**src/smes_pkg.sv**
```systemverilog
`timescale 1ns / 1ps
`default_nettype none

package smes_pkg;

   localparam int ROW_W       = 12;
   localparam int COL_W       = 12;
   localparam int REG_W       = 13;
   localparam int GROUP_SIZE  = 16;
   localparam int GROUP_IDX_W = 4;

   localparam logic [REG_W-1:0] DIM_RESET = 13'd4096;

   typedef enum logic {
      OP_READ   = 1'b0,
      OP_MODIFY = 1'b1
   } opcode_type;

   typedef enum logic [1:0] {
      ST_OK    = 2'd0,
      ST_RANGE = 2'd1,
      ST_FULL  = 2'd2
   } status_type;

   typedef enum logic {
      CSR_ROW_COUNT    = 1'b0,
      CSR_COLUMN_COUNT = 1'b1
   } csr_index_type;

   typedef enum logic [2:0] {
      S_IDLE,
      S_MATCH,
      S_GROUP,
      S_SELECT,
      S_READ,
      S_UPDATE
   } state_type;

   typedef struct packed {
      logic load_req;
      logic match_en;
      logic group_en;
      logic select_en;
      logic read_en;
      logic update_en;
   } ctrl_cmd_type;

   typedef struct packed {
      logic rsp_busy;
   } dp_status_type;

   // Index of the lowest set bit in one group; zero when none is set.
   function automatic logic [GROUP_IDX_W-1:0] lowest_set(input logic [GROUP_SIZE-1:0] bits);
      logic [GROUP_IDX_W-1:0] idx;
      idx = '0;
      for (int k = GROUP_SIZE - 1; k >= 0; k--) begin
         if (bits[k]) begin
            idx = GROUP_IDX_W'(k);
         end
      end
      return idx;
   endfunction

endpackage

`default_nettype wire

```
**src/smes_ctrl.sv**
```systemverilog
`timescale 1ns / 1ps
`default_nettype none

module smes_ctrl (
   input  wire logic                    clock,
   input  wire logic                    reset,
   input  wire logic                    req_valid,
   output logic                         req_ready,
   input  wire smes_pkg::dp_status_type sts,
   output smes_pkg::ctrl_cmd_type       cmd
);

   smes_pkg::state_type state_ff;
   smes_pkg::state_type state_in;

   always_ff @(posedge clock) begin
      if (reset) begin
         state_ff <= smes_pkg::S_IDLE;
      end else begin
         state_ff <= state_in;
      end
   end

   always_comb begin
      state_in  = state_ff;
      cmd       = '0;
      req_ready = 1'b0;
      case (state_ff)
         smes_pkg::S_IDLE: begin
            req_ready = 1'b1;
            if (req_valid) begin
               cmd.load_req = 1'b1;
               state_in     = smes_pkg::S_MATCH;
            end
         end
         smes_pkg::S_MATCH: begin
            cmd.match_en = 1'b1;
            state_in     = smes_pkg::S_GROUP;
         end
         smes_pkg::S_GROUP: begin
            cmd.group_en = 1'b1;
            state_in     = smes_pkg::S_SELECT;
         end
         smes_pkg::S_SELECT: begin
            cmd.select_en = 1'b1;
            state_in      = smes_pkg::S_READ;
         end
         smes_pkg::S_READ: begin
            cmd.read_en = 1'b1;
            state_in    = smes_pkg::S_UPDATE;
         end
         smes_pkg::S_UPDATE: begin
            // Hold until the response register is free.
            if (!sts.rsp_busy) begin
               cmd.update_en = 1'b1;
               state_in      = smes_pkg::S_IDLE;
            end
         end
         default: begin
            state_in = smes_pkg::S_IDLE;
         end
      endcase
   end

endmodule

`default_nettype wire

```
**config.mk**
```make
export PLATFORM = sky130hd
export DESIGN_NAME = smes_ctrl
export DESIGN_NICKNAME = d
export VERILOG_FILES = /design/src/smes_pkg.sv /design/src/smes_ctrl.sv
export SDC_FILE = /design/constraint.sdc
export NUM_CORES = 1
export LEC_CHECK = 0
export ABC_CLOCK_PERIOD_IN_PS = 1740
export BUFFER_PORTS_ARGS = -buffer_cell sky130_fd_sc_hd__buf_2
export CAP_MARGIN = 0
export CORE_AREA = 10 10 47 49
export CTS_CLUSTER_SIZE = 8
export DETAILED_ROUTE_END_ITERATION = 10
export DIE_AREA = 0 0 57 59
export HOLD_SLACK_MARGIN = 0.05
export MAX_ROUTING_LAYER = met4
export PLACE_DENSITY = 0.45
export SLEW_MARGIN = 20
export SYNTH_ARGS = -nofsm -noshare
export SYNTH_HDL_FRONTEND = slang
export SYNTH_SLANG_ARGS = --single-unit
```
**constraint.sdc**
```tcl
create_clock -name clock -period 1.74 [get_ports clock]
set_input_delay 0.348 -clock clock [delete_from_list [all_inputs] [get_ports clock]]
set_output_delay 0.348 -clock clock [all_outputs]
set_load 0.01 [all_outputs]
```
### Word-level counts from Yosys, hierarchy flattened

Index checks and enable logic that the tools add are counted.

| operators by class | value |
|---|---|
| equality and inequality tests | 7 |
| multiplexer cells | 12 |
| reduce and logical (&&, ||, !) cells | 2 |

Operators with widths:

| cell | number |
|---|---|
| $pmux W3 S6 | 1 |
| $mux W1 | 9 |
| $eq A3 B2 Y1 const B | 2 |
| $eq A3 B3 Y1 const B | 2 |
| $mux W3 | 2 |
| $ne A2 B2 Y1 const B | 2 |
| $eq A3 B1 Y1 const B | 1 |
| $logic_not A3 Y1 | 1 |
| $reduce_and A2 Y1 | 1 |

| storage, ports and cells | value |
|---|---|
| register bits | 3 |
| input port bits | 4 |
| logic and storage cells | 22 |

### Logic depth before layout (Yosys ltp)

Gate-level depths: netlist (run 1).

| depth | value |
|---|---|
| depth in word-level cells | 3 |
| gate-level depth with buffers | 4 |
| depth with buffers taken out | 3 |

### Worst setup path before layout (run 1)

OpenSTA, ideal clock, no wires.

| timing path | value |
|---|---|
| path kind | register to output |
| start | reg state_ff[1] |
| end | out cmd[5] in the netlist's numbering |
| arrival | 0.874 ns |
| required time | 1.392 ns |
| slack | 0.518 ns |
| cell stages (with the launch flop) | 4 |
| path buffers | 1 |
| cells stage by stage | dfxtp_1 > buf_4 > nor3_2 > and2_1 |

RTL lines:

| item | line | RTL |
|---|---|---|
| start: declaration | smes_ctrl.sv:13 | `smes_pkg::state_type state_ff;` |
| start signal: assignment | smes_ctrl.sv:18 | `state_ff <= smes_pkg::S_IDLE;` |
| start signal: assignment | smes_ctrl.sv:20 | `state_ff <= state_in;` |
| end: declaration | smes_ctrl.sv:10 | `output smes_pkg::ctrl_cmd_type cmd` |

==> flow_metrics.tcl, run 1 <==
set metrics [dict create \
    initial_utilization_pct 14.64 \
    timing.final.max_slew_violations 0 \
    groute.layer.met2.usage_pct 4.341 \
    number_of_global_route_vias_before_repair 238 \
    synth_area_in_compound_gates_pct 14.02 \
    synthAdderAreaFrac_pct 0 \
    r2r.worst_path.cells 3 \
    nNetsFinal 38 \
    detail_route.wl_per_cell_um 11.04 \
    finClkSkew_ns 0.003660 \
    route.antenna.remaining_nets 0 \
    synth-edff-count 0 \
    switching_share_pct 30.61 \
    synth_area_per_cell_um2 9.327 \
    global_route.usage.met1_pct 3.892 \
    yosys_warnings 0 \
    top_level_ports 11 \
    clockBufferDepth 2 \
    core.rowCount 14 \
    critPathArrivalTime_ns 1.19 \
    globalRouteTotalUtil_pct 3.500 \
    gpl.final_weighted_congestion 0.6235 \
    worstHoldEndpoint "state_ff[1]" \
    largest_net_degree_at_the_start_of_global_routing 12 \
    worst-r2r-setup-slack_ns 0.66 \
    max-cap-violations 0 \
    syn-cell-area_um2 205.2 \
    total_leakage_power_nw 0.1212 \
    worstHoldPathCells 2 \
    power.density_nw_per_um2 1029 \
    netlist-cell-type-count 16 \
    post-synth-top-area-fraction_pct 29.27 \
    startpoint "state_ff[1]" \
    biggestRegsByFlops "state_ff: 3 flops" \
    cp_startpoint_kind "flip-flop" \
    combinational_family_with_the_most_area_after_synthesis "simple AND/OR/NAND/NOR gates" \
    worst_r2r_endpoint "state_ff[2]" \
    post_synth_main_area_contributors "dfxtp_1, nor3_1, a2111oi_2" \
    rr_startpoint "state_ff[2]" \
    final_period_minus_worst_setup_slack_ns 1.539 \
    use_met3_pct 0.6438 \
    fin_crit_sh_pct 88.45 \
    post-layout-total-power_w 0.0002834 \
    xor_and_xnor_fraction_of_the_mapped_netlist_area_pct 4.268 \
    type_of_the_worst_setup_path "reg2out" \
    drt_iter0_markers 2 \
    cts.repair_timing.setup_buffer_count 0 \
    chip_height_um 59 \
    drt_pre_antenna_iters 2 \
    worstSkewPairLatency_ns 0.23 \
    clock_sink_count 3 \
    drt_drc_violations_left 0 \
    grt_first_pass_wirelength_um 876 \
    vdd_drop_max_uv 242.5 \
    ctsResizeCount 0 \
    max_clock_freq_mhz 649.8 \
    largest_register_ffs 3 \
    synthesized_net_count 26 \
    synth_simple_gate_area_share_pct 37.80 \
    detailroute.via_count 191 \
    synth_flop_cell "dfxtp_1" \
    post_synth_inst_count 22 \
    synthDominantAreaCellType "dfxtp_1" \
    hold_class "in2reg" \
    core-area_um2 1401 \
    design.die.area_um2 3363 \
    ys_seq_elements 3 \
    power.switching_w 0.00008674 \
    report.final.hold_viol_count 0 \
    report.final.setup_viol 0 \
    htreeDepth 1 \
    cts_root_buffer "clkbuf_4" \
    slew_headroom_pct 74.97 \
    overflow 0 \
    internal_power_w 0.0001966 \
    vias_per_cell 3.898 \
    post_synth_mux_area_share_pct 0 \
    clk_transition_reported_paths_ns 0.04 \
    synth-seq-area-share_pct 29.27 \
    regMostFlops "state_ff" \
    antenna_cells 0 \
    cts_tree "done" \
    result_of_the_run "completed" \
    antenna_found_initial 0 \
    min-delay-start "reset" \
    yosys-top-cells-count "dfxtp_1, nor3_1, buf_4, nor3b_1" \
    clock_network_power_share_pct 43.5 \
    grt_busiest_layer "met4" \
    horizontal_die_dimension_um 57 \
    drt_wl_total_um 541 \
    total_negative_setup_slacks_ns 0 \
    final_layout_size_suffix_gt1_share_pct 48.48 \
    tightestPinTransition_ns 0.3749 \
    cts_buffers 3 \
    critical_path.endpoint_type "primary output" \
    rsz_0062_raised_after_global_routing "false" \
    cp_data_required_time_ns 1.39 \
    portBuffers 10 \
    share_comb_of_total_power_pct 22.9 \
    crit_path_max_fanout 9 \
    power.sequential.fraction_pct 33.6 \
    async_reset_ff_share_pct 0 \
    syn2layout_area_growth_pct 34.15 \
    cts_hold_buffers 0 \
    place.detailed.hpwl_um 410.3 \
]
==> final cells by class <==
| cell class | count | area [um2] |
|---|---|---|
| tap | 16 | 20.02 |
| multi-input combinational | 15 | 115.1 |
| inverter | 1 | 3.754 |
| timing repair buffer | 10 | 50.05 |
| fill | 166 | 1126 |
| clock buffer | 4 | 26.28 |
| sequential | 3 | 60.06 |
==> cell usage in the layout (no fill, tap or decap) <==
master      n
and3b_1     1
and2_1      1
a21boi_1    1
clkbuf_4    3
buf_2      10
a2111oi_2   1
nor2_1      1
inv_1       1
nor3_1      3
a31oi_1     1
clkbuf_1    1
nor3_2      1
nor3b_1     2
and4bb_2    1
xnor2_1     1
dfxtp_1     3
nand2b_1    1
==> worst max-delay path by stage <==
stage	to	depth (start not counted)
after floorplan	cmd[5]	3
after global placement	cmd[3]	3
after detailed placement	cmd[3]	3
after CTS	cmd[3]	3
after global routing	cmd[3]	3
final	cmd[3]	3
==> power groups by stage <==
stage	sequential (W)	clock, W	combinational, W
2_1_floorplan	0.0000793	0	0.0000655
3_3_place_gp	0.0000972	0	0.0000654
3_5_place_dp	0.0000956	0	0.0000660
4_1_cts	0.0000949	0.000132	0.0000661
5_1_grt	0.0000975	0.000140	0.0000725
6_report	0.0000952	0.000123	0.0000649
==> cells by family after synthesis <==
kind of cell	after synthesis
and+or+nand+nor	11
buffers and inverters	4
AOI/OAI and AO/OA	3
DFF	3
xor gates and xnor gates	1
==> worst max-delay path, stage by stage (launching register included) <==
cell,delay [ns]
dfxtp_1,0.51
inv_1,0.11
nor3_1,0.17
buf_2,0.16
==> stage by stage <==
| stage | instances | util [%] | cell area [um2] | hold slack (ns) | worst slack, ns |
|---|---|---|---|---|---|
| 4_1_cts | 49 | 19.64 | 275.3 | 0.3065 | 0.1826 |
| 3_3_place_gp | 45 | 17.77 | 249.0 | 0.5635 | 0.4387 |
| 2_1_floorplan | 22 | - | 205.2 | 0.4204 | 0.5177 |
| 3_5_place_dp | 45 | 17.77 | 249.0 | 0.5639 | 0.4583 |
| 6_report | 49 | 19.64 | 275.3 | 0.3207 | 0.2010 |
| 5_1_grt | 49 | 19.64 | 275.3 | 0.3206 | 0.06121 |
==> metal layers <==
metal	wire length, um	up-vias
li1	-	98
met1	321	84
met2	211	9
met3	8	0
met4	0	0
met5	0	-
Note: power is estimated with default switching activity, not from simulation.
==> run 2, diff against run 1 <==
- CORE_AREA: 10 10 47 49 -> 2 2 39 41
- DIE_AREA: 0 0 57 59 -> 0 0 41 43
==> flow_metrics.tcl, run 2 (synthesis gave the netlist of run 1 again) <==
set metrics [dict create \
    result_of_the_run "completed" \
    vdd_drop_max_uv 318.4 \
    cts_buffers 3 \
    core.rowCount 14 \
    switching_share_pct 30.31 \
    ctsResizeCount 0 \
    htreeDepth 1 \
    timing.final.max_slew_violations 0 \
    design.die.area_um2 1763 \
    overflow 0 \
    final_period_minus_worst_setup_slack_ns 1.526 \
    cts.repair_timing.setup_buffer_count 0 \
    cts_root_buffer "clkbuf_4" \
    crit_path_max_fanout 9 \
    antenna_cells 0 \
    grt_first_pass_wirelength_um 696 \
    detailroute.via_count 196 \
    drt_drc_violations_left 0 \
    number_of_global_route_vias_before_repair 177 \
    worstHoldPathCells 2 \
    cp_startpoint_kind "flip-flop" \
    final_area_um2 275.3 \
    tightestPinTransition_ns 0.3696 \
    cp_data_required_time_ns 1.39 \
    globalRouteTotalUtil_pct 6.379 \
    drt_pre_antenna_iters 4 \
    clock_network_power_share_pct 43.8 \
    timing.critical_path.buf_inv 2 \
    report.final.setup_viol 0 \
    postPlaceCellArea_um2 249.0 \
    drt_iter0_markers 12 \
    layout_commonest_cell "buf_2" \
    layout.cells.non_filler 49 \
    clock_sink_count 3 \
    horizontal_die_dimension_um 41 \
    chip_height_um 43 \
    total_leakage_power_nw 0.1212 \
    core-area_um2 1384 \
    internal_power_w 0.0001966 \
    hold_class "in2reg" \
    critical_path.top_delay_family "flip-flops" \
    critical_path.endpoint_type "primary output" \
    worst-path-stages 3 \
    vias_per_cell 4.000 \
    max-cap-violations 0 \
    slew_headroom_pct 75.33 \
    worstSkewPairLatency_ns 0.23 \
    cts_hold_buffers 0 \
    type_of_the_worst_setup_path "reg2out" \
    clk_transition_reported_paths_ns 0.04 \
    drt_wl_total_um 463 \
    antenna_found_initial 0 \
    numPlacedInstances 45 \
    power.sequential.fraction_pct 33.8 \
    finClkSkew_ns 0.002566 \
    max_clock_freq_mhz 655.4 \
    top_level_ports 11 \
    initial_utilization_pct 14.83 \
    syn2layout_area_growth_pct 34.15 \
    timing.critical_path.slowest_cell_delay_ns 0.52 \
    regMostFlops "state_ff" \
    layout_common_cells "buf_2, nor3_1, clkbuf_4, dfxtp_1, nor3b_1" \
    filler_cell_count 161 \
    power.switching_w 0.00008551 \
    r2r.worst_path.cells 3 \
    clockBufferDepth 2 \
    largest_net_degree_at_the_start_of_global_routing 12 \
    largest_register_ffs 3 \
    final_layout_size_suffix_gt1_share_pct 48.48 \
    hold-worst-slack_ns 0.3288 \
    detail_route.wl_per_cell_um 9.449 \
    critPathArrivalTime_ns 1.18 \
    report.final.hold_viol_count 0 \
    cts_tree "done" \
    total_negative_setup_slacks_ns 0 \
    portBuffers 10 \
    crit_path_top_delay_cell "dfxtp_1" \
    power.density_nw_per_um2 1025 \
    gpl.final_weighted_congestion 0.6463 \
    route.antenna.remaining_nets 0 \
    biggestRegsByFlops "state_ff: 3 flops" \
    place.detailed.hpwl_um 299.1 \
    fin_crit_sh_pct 87.69 \
    nNetsFinal 38 \
    share_comb_of_total_power_pct 22.3 \
    rsz_0062_raised_after_global_routing "false" \
    crit_chain "inv_1, nor3_1, buf_2" \
]
==> run 2: cell counts in the layout (fill, tap and decap cells not counted) <==
Identical to the previous run, type by type.
==> run 2: final cells by class <==
class                           instances  area (um2)  area share, %
Timing Repair Buffer                   10       50.05          18.18
Tap cell                               16       20.02          7.273
Multi-Input combinational cell         15       115.1          41.82
Sequential cell                         3       60.06          21.82
Inverter                                1       3.754          1.364
Clock buffer                            4       26.28          9.545
==> run 2: final timing paths <==
kind,from,end,slack (ns)
worst max-delay path,state_ff[1],cmd[3],0.21
worst min-delay path,reset,state_ff[1],0.33
worst max register to register,state_ff[2],state_ff[2],0.67
worst min register to register,state_ff[2],state_ff[1],0.66
==> run 2: through the flow <==
step	setup WS [ns]	power, W	utilization [%]
3_5_place_dp	0.4684	0.0001584	17.99
4_1_cts	0.2066	0.0002882	19.89
6_report	0.2142	0.0002821	19.89
5_1_grt	0.1560	0.0003010	19.89
2_1_floorplan	0.5177	0.0001448	-
3_3_place_gp	0.4702	0.0001594	17.99
==> run 2: worst reg2reg max path, cell delays in order, from the launching register on <==
cell and delay, ns:
dfxtp_1 0.53, and3b_1 0.24, a31oi_1 0.14, nor2_1 0.05
==> run 2: power by group through the flow <==
stage / sequential, W / clock [W] / combinational (W)
final: 0.0000955 / 0.000124 / 0.0000630
after global routing: 0.0000965 / 0.000136 / 0.0000689
after CTS: 0.0000948 / 0.000129 / 0.0000640
after detailed placement: 0.0000954 / 0 / 0.0000629
after global placement: 0.0000960 / 0 / 0.0000634
after floorplan: 0.0000793 / 0 / 0.0000655
==> run 2: per-layer routing <==
metal / vias up / GRT usage [%] / wire length (um)
li1: 101 / - / -
met1: 86 / 6.431 / 197
met2: 9 / 8.438 / 220
met3: 0 / 3.141 / 44
met4: 0 / 6.000 / 0
met5: - / - / 0
